### config.mk
export PLATFORM = sky130hd
export DESIGN_NAME = krt_ram
export DESIGN_NICKNAME = d
export VERILOG_FILES = /design/src/rtl/krt_ram.sv
export SDC_FILE = /design/constraint.sdc
export NUM_CORES = 1
export LEC_CHECK = 0
export ABC_AREA = 1
export BUFFER_PORTS_ARGS = -buffer_cell sky130_fd_sc_hd__buf_2
export CAP_MARGIN = 5
export CORE_MARGIN = 1
export CORE_UTILIZATION = 38
export CTS_BUF_LIST = sky130_fd_sc_hd__clkbuf_8
export CTS_CLUSTER_SIZE = 20
export DETAILED_ROUTE_END_ITERATION = 10
export GPL_TIMING_DRIVEN = 0
export SYNTH_ARGS = -nofsm -noshare
export SYNTH_HDL_FRONTEND = slang
export SYNTH_SLANG_ARGS = --single-unit
### constraint.sdc
create_clock -name clk -period 2.5 [get_ports clk]
set_clock_uncertainty 0.15 [all_clocks]
set_input_delay 0.375 -clock clk [delete_from_list [all_inputs] [get_ports clk]]
set_output_delay 0.375 -clock clk [all_outputs]
set_load 0.05 [all_outputs]
### src/rtl/krt_ram.sv
// Generic single-port RAM with registered read.
`default_nettype none
module krt_ram #(
  parameter int WIDTH = 8,
  parameter int DEPTH = 64
) (
  input  wire logic                     clk,
  input  wire logic                     we,
  input  wire logic [$clog2(DEPTH)-1:0] addr,
  input  wire logic [WIDTH-1:0]         wdata,
  output logic      [WIDTH-1:0]         rdata
);
  logic [WIDTH-1:0] mem [DEPTH];

  always_ff @(posedge clk) begin
    if (we) begin
      mem[addr] <= wdata;
    end
    rdata <= mem[addr];
  end
endmodule
`default_nettype wire

Yosys cells after proc, flatten, opt, wreduce, memory -nomap -nowiden:

Memory sizes are Yosys's and may differ from the RTL's. A register that Yosys moved wholly into a read port is not among the register bits.
Cells that the tools add are included.

* logic and storage cells: 3
* memories: 1
* input port bits: 16
* memory bits (writable): 512
* register bits after elaboration: 0
* output and inout port bits: 8

* multiplexer cells: 2

Memories
* mem: depth 64, bits a word 8, read ports 1, clocked after Yosys merged registers in 1, wr ports 1, RTL line 13 `logic [WIDTH-1:0] mem [DEPTH];`

Operators by type and width (number)
* 1-bit 2-to-1 mux: 2

Depth between registers and ports, before layout:

* depth in word-level cells: 2
* mapped depth: 13
* gate-level depth less buffers: 11

Worst setup path after synthesis:

Ideal clock, no wire load.

* path type: input-to-reg
* start point: input addr[3]
* end point: memory mem[41][0] (enable)
* data arrival time: 1949 ps
* setup time: 395 ps
* cell stages on the path: 5
* slack: 6 ps
* required time: 1955 ps
* path buffers: 1
* path through: buf_2 > inv_2 > nor3_2 > inv_2 > nor4_1

RTL lines
* start: declaration: RTL line 9 `input wire logic [$clog2(DEPTH)-1:0] addr,`
* end: declaration: RTL line 13

No word-level cell before the write port.

Worst setup path after layout:

* start point: input addr[1]
* end point: memory mem[50][4] (enable)

No word-level cell before the write port.

==> out/metrics.cfg <==
[pwr]
irDropWorstVdd_uv=407
p_leak_nw=10.4
p_total_w=0.0181
power_density_mw_per_mm2=722
power_frac_seq_pct=53.6
p_int_w=0.0136
clock_power_share_pct=38.9
combPwrFrac_pct=7.5
switchingPower_w=0.00450
switching_share_pct=24.9

[cells_and_area]
mostFrequentLayoutCells=nand2_1, edfxtp_1, clkbuf_8
nets=2299
syn_to_final_growth_pct=13.4
final_util_pct=44.0
design_area_mm2=0.0250
layout_commonest_cell=nand2_1
drive_gt1_share_pct=12.1

[critical_path]
endpoint_kind=flip-flop
critical_path_class=input pin to flip-flop
critPathRequiredTime_ns=2.65
arrival_ns=2.90
r2r_cells=10
critPathMaxFanout=10
crit_path_start_kind=input pin
slowest_stage=nor2_2
worst_path_largest_cell_delay_ns=0.76
crit_chain=buf_2 -> inv_2 -> buf_2 -> nor2_2 -> nand3_1 -> nor2_2

[clocking]
hold_buffers=0
clock_path_buffers=3
numClockSinks=520
path_clk_slew_ns=0.06
cts_root_buffer=clkbuf_8
cts_tree=done
clk_latency_ns=0.69
cts-htree-levels=3
cts_buffers=86

[sta]
tns_ns=-26.72
report.final.hold_viol_count=0
drv_slew=0
setup_viol=249
fmax_ghz=0.364
rsz0062_at_grt=yes
hold_slack_ns=0.120
worst_slack_ns=-0.249
worstMarginPinSlew_ns=1.26
fin_crit_ns=2.75
slew_headroom_pct=16.2
finalCritPeriodShare_pct=110

[min_path]
min_path_type=input pin to flip-flop
whs_path_depth=3

[synthesis]
ys_seq_area_share_pct=70.5
syn_inst=2167
ys_top_cells_by_area=edfxtp_1, nand2_1, nor2_1, buf_2, buf_6
synthesis.area_mm2=0.0220
avgSynthCellArea_um2=10.2
synth_cell_type_count=22
ys_seq_elements=520
ys_warn_count=0
synth_top_area_cell=edfxtp_1
synth_top_area_share_pct=69.7
syn_nets=2183

[placed_design]
hpwl_um=42500
dpl_cell_area_mm2=0.0231
gp_congestion=0.924
port_buffers=18

[flow_run]
drv_cap=0

[route]
ant_nets=0
viasPerCell=4.99
drt-pass1-iter-count=5
drt-initial-drc-count=1650
vias=15500
drc=0
wl_per_cell_um=20.9
wl_um=65100

[status]
outcome=finished, violations left
violations=setup timing

[grt]
grt_max_degree=65
antenna_found_initial=2
grt_pass1_wl_um=95200
grt_usage_pct=22.2
overflow=0
first_global_vias=15000

[die]
die_w_um=243
start_util_pct=38.8
rows=87
dieHeight_um=243
core-area_mm2=0.0568
die-area_mm2=0.0590
ios=24

## timing repair
item	4_1_cts	5_1_grt
pin swaps	2	0
endpoints found under the setup margin	326	219
buffers inserted	4	0
resized for setup	37	28
hold endpoints to repair	0	0
## cell families after synthesis
family / after synthesis / synth area share [%]
flops: 520 / 70.5
compound gates: 12 / 0.329
simple gates: 1504 / 26.0
buf+inv: 131 / 3.16
## registers in the layout, indices dropped and copies added (netlist names)
signal,count
mem,512
rdata,8
## metal layers
layer	global-route usage, %	share of wire [%]
met1	30.6	43
met2	35.0	46
met3	4.70	8.9
met4	7.23	2.3
met5	0	0
## power by group through the flow
stage,Sequential [W],Clock (W),Combinational (W)
2_1_floorplan,0.00992,0,0.000659
3_3_place_gp,0.00986,0,0.00129
3_5_place_dp,0.00986,0,0.00131
4_1_cts,0.00968,0.00714,0.00133
5_1_grt,0.00968,0.00750,0.00147
6_report,0.00967,0.00702,0.00136
## stage by stage
step	setup slack [ns]	std cells
detailed placement	-1.09	2944
global route	-0.172	3107
CTS	-0.131	3104
global placement	-1.23	2941
finish	-0.249	3109
floorplan	0.00642	2167
## area by class of cell
cell class | instances | area (µm²)
clock inverter | 64 | 319
buffer | 101 | 583
multi-input combinational | 1516 | 6000
timing repair buffer | 28 | 228
sequential | 520 | 15500
antenna | 2 | 5.00
fill | 5455 | 31800
tap | 756 | 946
inverter | 30 | 113
clock buffer | 92 | 1270
## cells in the mapped netlist
master,n
nand2_1,1384
edfxtp_1,512
nor2_1,87
buf_2,52
inv_1,25
clkbuf_1,23
buf_6,15
nand3_1,13
dfxtp_1,8
nor3_2,8
buf_4,7
o21ai_1,6
o211ai_1,5
buf_1,4
inv_2,4
or2_1,3
or2_2,3
nand4_1,2
nor2_2,2
nor4_1,2
clkinv_1,1
o21ai_0,1
## worst paths after layout
kind,slack (ns),from,endpoint
setup / recovery,-0.25,addr[1],mem[50][4]$_DFFE_PP_
hold / removal,0.12,we,mem[40][6]$_DFFE_PP_
setup reg to reg,0.72,mem[7][5]$_DFFE_PP_,rdata[5]$_DFF_P_
hold reg to reg,0.63,mem[18][6]$_DFFE_PP_,rdata[6]$_DFF_P_
## worst max-delay path, delay by kind of cell
kind          cells  cell delay, ns
buf+inv           3            0.60
simple gates      3            1.90
Power figures use the tool's default switching activity.
