--- config.mk ---
export PLATFORM = sky130hd
export DESIGN_NAME = krt_div
export DESIGN_NICKNAME = d
export VERILOG_FILES = /design/src/rtl/krt_pkg.sv /design/src/rtl/krt_div.sv
export SDC_FILE = /design/constraint.sdc
export NUM_CORES = 1
export LEC_CHECK = 0
export BUFFER_PORTS_ARGS = -buffer_cell sky130_fd_sc_hd__buf_2
export CAP_MARGIN = 15
export CORE_ASPECT_RATIO = 1.1
export CORE_UTILIZATION = 57
export CTS_CLUSTER_DIAMETER = 200
export DETAILED_ROUTE_END_ITERATION = 8
export PLACE_DENSITY = 0.81
export SLEW_MARGIN = 10
export SYNTH_ARGS = -nofsm -noshare
export SYNTH_HDL_FRONTEND = slang
export SYNTH_SLANG_ARGS = --single-unit
--- constraint.sdc ---
create_clock -name clk -period 3.2 [get_ports clk]
set_clock_uncertainty 0.1 [all_clocks]
set_input_delay 0.16 -clock clk [delete_from_list [all_inputs] [get_ports clk]]
set_output_delay 0.16 -clock clk [all_outputs]
set_load 0.01 [all_outputs]
--- src/rtl/krt_pkg.sv ---
// Package: shared types and constants of the keyed rate tracker.
`default_nettype none
package krt_pkg;
  localparam int KEY_W   = 64;
  localparam int LEVEL_W = 32;
  localparam int TIME_W  = 32;
  localparam int RATE_W  = 43;
  localparam int DROP_W  = 50;  // 32-bit drop times 256000 fits in 50 bits

  localparam logic CMD_SAMPLE = 1'b0;
  localparam logic CMD_FORGET = 1'b1;

  localparam logic [1:0] REG_MIN_INTERVAL = 2'd0;
  localparam logic [1:0] REG_STALE_AFTER  = 2'd1;
  localparam logic [1:0] REG_SWEEP_PERIOD = 2'd2;

  localparam logic [17:0] DROP_SCALE = 18'd256000;

  typedef struct packed {
    logic              command;
    logic [KEY_W-1:0]  key;
    logic [LEVEL_W-1:0] level;
    logic [TIME_W-1:0] time_ms;
  } req_t;

  typedef struct packed {
    logic [RATE_W-1:0] rate;
    logic              was_known;
    logic              table_full;
  } rsp_t;

  // Divider handshake between sequencer and divider
  typedef struct packed {
    logic start;
  } div_ctl_t;

  typedef struct packed {
    logic busy;
    logic done;
  } div_sts_t;
endpackage
`default_nettype wire

--- src/rtl/krt_div.sv ---
// Restoring divider: one quotient bit per cycle, saturated to rate width.
`default_nettype none
module krt_div (
  input  wire logic                       clk,
  input  wire logic                       rst,
  input  wire krt_pkg::div_ctl_t          ctl,
  input  wire logic [krt_pkg::DROP_W-1:0] dividend,
  input  wire logic [krt_pkg::TIME_W-1:0] divisor,
  output krt_pkg::div_sts_t               sts,
  output logic      [krt_pkg::RATE_W-1:0] quotient
);
  localparam int DW = krt_pkg::DROP_W;
  localparam int TW = krt_pkg::TIME_W;
  localparam int CW = $clog2(DW + 1);

  logic [DW-1:0] quo;
  logic [TW:0]   rem;
  logic [TW-1:0] dsr;
  logic [CW-1:0] count;
  logic          busy;
  logic          done;
  logic [TW:0]   trial;
  logic [TW:0]   diff;

  // one shift-subtract step
  always_comb begin
    trial = {rem[TW-1:0], quo[DW-1]};
    diff  = trial - {1'b0, dsr};
  end

  always_ff @(posedge clk) begin
    if (rst) begin
      busy  <= 1'b0;
      done  <= 1'b0;
      count <= '0;
    end else begin
      done <= 1'b0;
      if (ctl.start) begin
        busy  <= 1'b1;
        count <= CW'(DW);
      end else if (busy) begin
        count <= count - 1'b1;
        if (count == CW'(1)) begin
          busy <= 1'b0;
          done <= 1'b1;
        end
      end
    end
  end

  always_ff @(posedge clk) begin
    if (ctl.start) begin
      quo <= dividend;
      rem <= '0;
      dsr <= divisor;
    end else if (busy) begin
      if (!diff[TW]) begin
        rem <= diff;
        quo <= {quo[DW-2:0], 1'b1};
      end else begin
        rem <= trial;
        quo <= {quo[DW-2:0], 1'b0};
      end
    end
  end

  assign sts.busy = busy;
  assign sts.done = done;
  assign quotient = (|quo[DW-1:krt_pkg::RATE_W]) ? {krt_pkg::RATE_W{1'b1}}
                                                 : quo[krt_pkg::RATE_W-1:0];
endmodule
`default_nettype wire

-- Yosys cells after proc, flatten, opt, wreduce, memory -nomap -nowiden
Cells that the tools add are included.
- bits in registers: 122
- input port bits: 85
- word-level logic and storage cells: 26
- output and inout bits: 45
- add/subtract/negate cells: 2
- multiplexer cells: 11
- bitwise operators: 1
- reductions and logical operators: 4
- equality and inequality tests: 1
- operator list (kind ; number):
    $mux W50 ; 2
    $mux W43 ; 1
    $sub A33 B32 Y33 ; 1
    $mux W32 ; 1
    $mux W6 ; 2
    $reduce_or A7 Y1 ; 1
    $eq A6 B1 Y1 const B ; 1
    $sub A6 B1 Y6 const B ; 1
    $mux W1 ; 5
    $reduce_or A3 Y1 ; 1
    $reduce_bool A2 Y1 ; 1
    $reduce_or A2 Y1 ; 1
    $not A1 Y1 ; 1

-- Logic depth before layout (Yosys ltp)
- depth in word-level cells: 4
- depth in mapped cells: 14
- depth with buffers taken out: 12

-- Worst setup path after synthesis
No wires, ideal clock.
- kind: reg-to-reg
- from: reg quo[49]
- to: reg rem[21]
- setup time: 91 ps
- data arrival time: 2586 ps
- required time: 3009 ps
- path buffers: 0
- cell stages (with the launch flop): 13
- clock period less this slack: 2777 ps
- setup slack: 423 ps
- cell sequence: edfxtp_1 inv_1 ha_1 fa_1 nand2b_1 a21o_1 a211oi_2 o21ai_2 nand4b_4 a21o_4 nand2_4 or3_1 a311oi_1
- word-level cells in the longest chain between the ends: 2
- ends and longest elaborated chain (element ; RTL line ; text):
    from (decl) ; krt_div.sv:16 ; logic [DW-1:0] quo;
    from (signal assigned) ; krt_div.sv:53 ; quo <= dividend;
    from (signal assigned) ; krt_div.sv:59 ; quo <= {quo[DW-2:0], 1'b1};
    from (signal assigned) ; krt_div.sv:62 ; quo <= {quo[DW-2:0], 1'b0};
    $sub A33 B32 Y33 ; krt_div.sv:28 ; diff = trial - {1'b0, dsr};
    $mux W32 ; krt_div.sv:57 ; if (!diff[TW]) begin
    to (signal assigned) ; krt_div.sv:58 ; rem <= diff;
    to (signal assigned) ; krt_div.sv:61 ; rem <= trial;
    to (decl) ; krt_div.sv:17 ; logic [TW:0] rem;
Every way passes these cells.
A chain may end at the register's enable or synchronous reset.

-- Worst setup path after layout
- from: reg quo[49]
- to: reg rem[26]
Same word-level chain as after synthesis.

==> metrics.md <==
| Metric | Value |
|---|---|
| Outcome | `finished clean` |
| WP buf/inv | `2` |
| Worst r2r dst | `rem[26]` |
| DR DRC count | `0` |
| Max Fclk | `0.326 GHz` |
| Die width | `109 microns` |
| Cell area after synthesis | `0.00722 sq mm` |
| Vias | `6248` |
| Max-Cap Viols | `0` |
| Synthesized Nets | `833` |
| # IOs | `130` |
| Hold Crit Class | `in -> reg` |
| Post-Syn Instances | `713` |
| Die footprint | `0.0131 sq mm` |
| Critical path arrival | `3270 ps` |
| Worst-path clk slew | `70 ps` |
| Row count | `42` |
| Final hold violation count | `0` |
| CTS Buf Count | `17` |
| DRT iter0 DRCs | `511` |
| Crit path launch type | `flip-flop` |
| Pleak | `3.86 nW` |
| Crit path to | `rem[26]` |
| Max VDD drop | `427 uV` |
| FFs w/ async S/R, synth | `0%` |
| Flops & latches, synth | `122` |
| Nets@finish | `1039` |
| Setup TNS Final | `0 ps` |
| WL final | `19200 microns` |
| Gr ovfl total | `0` |
| Cell mode on critical path | `a21o_4` |
| Worst-path cell chain | `inv_2 > ha_4 > fa_2 > nand2b_4 > a21o_4 > a211oi_4 > o21ai_2 > nand4b_4 > a21o_4 > and2_4 > buf_12 > nand3b_1 > a311oi_1` |
| ANT nets after route | `0` |
| Worst r2r src | `quo[49]` |
| EDFF count, synth | `82` |
| Relative slew slack | `28.8%` |
| CTS sink cnt | `122` |
| Total GRT Usage | `29.4%` |
| CP max FO | `5` |
| First-pass GRT wire length | `29500 microns` |
| Area Overhead vs Synth | `32.2%` |
| Dpl cells | `964` |
| Origin of the worst setup path | `quo[49]` |
| CTS Root Buffer Type | `clkbuf_16` |
| Most common cell after layout, fill and taps aside | `buf_2` |
| Initial antenna violation count | `1` |
| Synth cell types | `63` |
| Worst Reg-to-Reg Cells | `13` |
| Finish-stage setup viols | `0` |
| CTS Buffer Depth | `2` |
| Crit path time final | `3060 ps` |
| Clk_lat worst skew | `420 ps` |
| CP Capture Type | `flip-flop` |
| Die height | `120 microns` |
| Sequential area share after synthesis | `45.2%` |
| Port bufs | `129` |
| Crit path depth | `13` |
| R2R setup slack | `140 ps` |
| Largest net degree at the start of global routing | `75` |
| Slowest stage delay, CP | `400 ps` |
| Final period util | `95.7%` |
| RePlAce Congestion | `0.902` |
| DR pass1 iterations | `5` |
| Number of synthesis warnings | `0` |
| Post-DP HPWL | `11200 microns` |
| Critical path's top delay family | `compound AO/OA/AOI/OAI gates` |
| Vias in the first global route | `6135` |
| Most frequent cells in the layout | `buf_2, dlygate4sd3_1, edfxtp_1, nand2_1, nor2_1` |
| Initial Util | `59.2%` |
| WS Path Type | `reg -> reg` |
| Least-Margin Pin Slew | `1070 ps` |
| Core Util, Final | `78.3%` |
| Avg Vias per Cell | `5.75` |
| Worst Path Required | `3410 ps` |
| Max-slew violation count | `0` |
| Core area | `0.0122 sq mm` |
| Syn_area_per_cell | `10.1 sq um` |
| Routed wire per std cell | `17.7 microns` |
| CP max stage cell | `edfxtp_1` |
| Pwr dens | `525 mW/mm^2` |
| Htree depth | `4` |
| CTS tree | `built` |
| Share of cells above drive strength 1 | `32.4%` |
| Finished Layout Cells | `1086` |
| Top FF cell, synth | `edfxtp_1` |
## cells in the mapped netlist, drive strengths merged (4+ instances only)
cell / instances / area (sq um)
nand4: 5 / 31.3
buf: 11 / 82.6
o21ai: 26 / 141
dfxtp: 40 / 801
a21oi: 33 / 165
a311oi: 27 / 280
nor2: 50 / 188
and3: 5 / 31.3
o211ai: 8 / 60.1
or2: 45 / 282
o21a: 5 / 37.5
nand3: 17 / 95.1
a31oi: 6 / 37.5
xnor2: 15 / 131
nand2: 73 / 282
edfxtp: 82 / 2460
inv: 50 / 188
nand3b: 5 / 37.5
and2: 6 / 37.5
mux2: 49 / 552
xor2: 9 / 78.8
ha: 34 / 425
a211o: 4 / 35.0
nor3: 18 / 100
a211oi: 4 / 45.1
clkbuf: 30 / 113
a21o: 15 / 120
nand2b: 9 / 56.3
## layout make-up
class / count / area [sq um]
multi-input cells: 500 / 3640
flip-flops and latches: 122 / 3260
fillers: 730 / 2650
repair buffers: 228 / 1680
clock buffers: 18 / 429
well taps: 154 / 193
inverters: 50 / 188
clock inverters: 13 / 153
diodes: 1 / 2.50
## timing repair
action,CTS,global route
endpoints found under the hold margin,90,0
buffers inserted,0,5
hold buffers,83,0
endpoints found under the setup margin,0,32
resized for setup,0,14
## kinds of logic after synthesis
kind of cell | share of synthesized area, %
simple gates | 17.2
compound gates | 15.4
flops | 45.2
buf+inv | 5.30
mux | 7.78
fa+ha+maj | 6.17
xor+xnor | 2.91
## stage by stage
stage	cell area [sq um]	power, mW	hold WS [ps]	setup slack [ps]
2_1_floorplan	7220	2.67	159	423
3_3_place_gp	7970	2.88	236	191
3_5_place_dp	7970	2.92	238	68.9
4_1_cts	9390	4.91	104	57.2
5_1_grt	9550	5.21	121	-32.7
6_report	9550	5.01	99.0	136
## worst register-to-register path, cell delays in order (launching register included)
cell	delay (ps)
edfxtp_1	400
inv_2	60
ha_4	170
fa_2	390
nand2b_4	160
a21o_4	230
a211oi_4	300
o21ai_2	130
nand4b_4	120
a21o_4	170
and2_4	220
buf_12	130
nand3b_1	80
a311oi_1	290
## report_power, final
part	internal, mW	leakage, nW	switching [mW]
combinational	0.521	2.43	0.600
clock	1.21	0.287	0.724
sequential	1.85	1.15	0.102
total	3.59	3.86	1.43
## layer usage
layer	track usage, %	wire, microns	up-vias
li1	-	-	2972
met1	34.1	7750	2953
met2	52.0	9660	271
met3	4.67	1180	52
met4	13.8	652	0
met5	0	0	-
## state kept, by name, indices dropped and copies added (netlist names)
register and flops:
count 6, quo 50, dsr 32, done 1, rem 32, busy 1
## worst min path at each step
| stage | from | endpoint | slack (ps) | cells after the start |
|---|---|---|---|---|
| 6_report | ctl | dsr[24] | 100 | 1 |
| 5_1_grt | ctl | dsr[24] | 120 | 1 |
| 4_1_cts | ctl | dsr[24] | 100 | 1 |
| 3_5_place_dp | divisor[13] | dsr[13] | 240 | 1 |
| 3_3_place_gp | divisor[29] | dsr[29] | 240 | 1 |
| 2_1_floorplan | divisor[0] | dsr[0] | 160 | 0 |
Note: power is estimated with default switching activity, not from simulation.
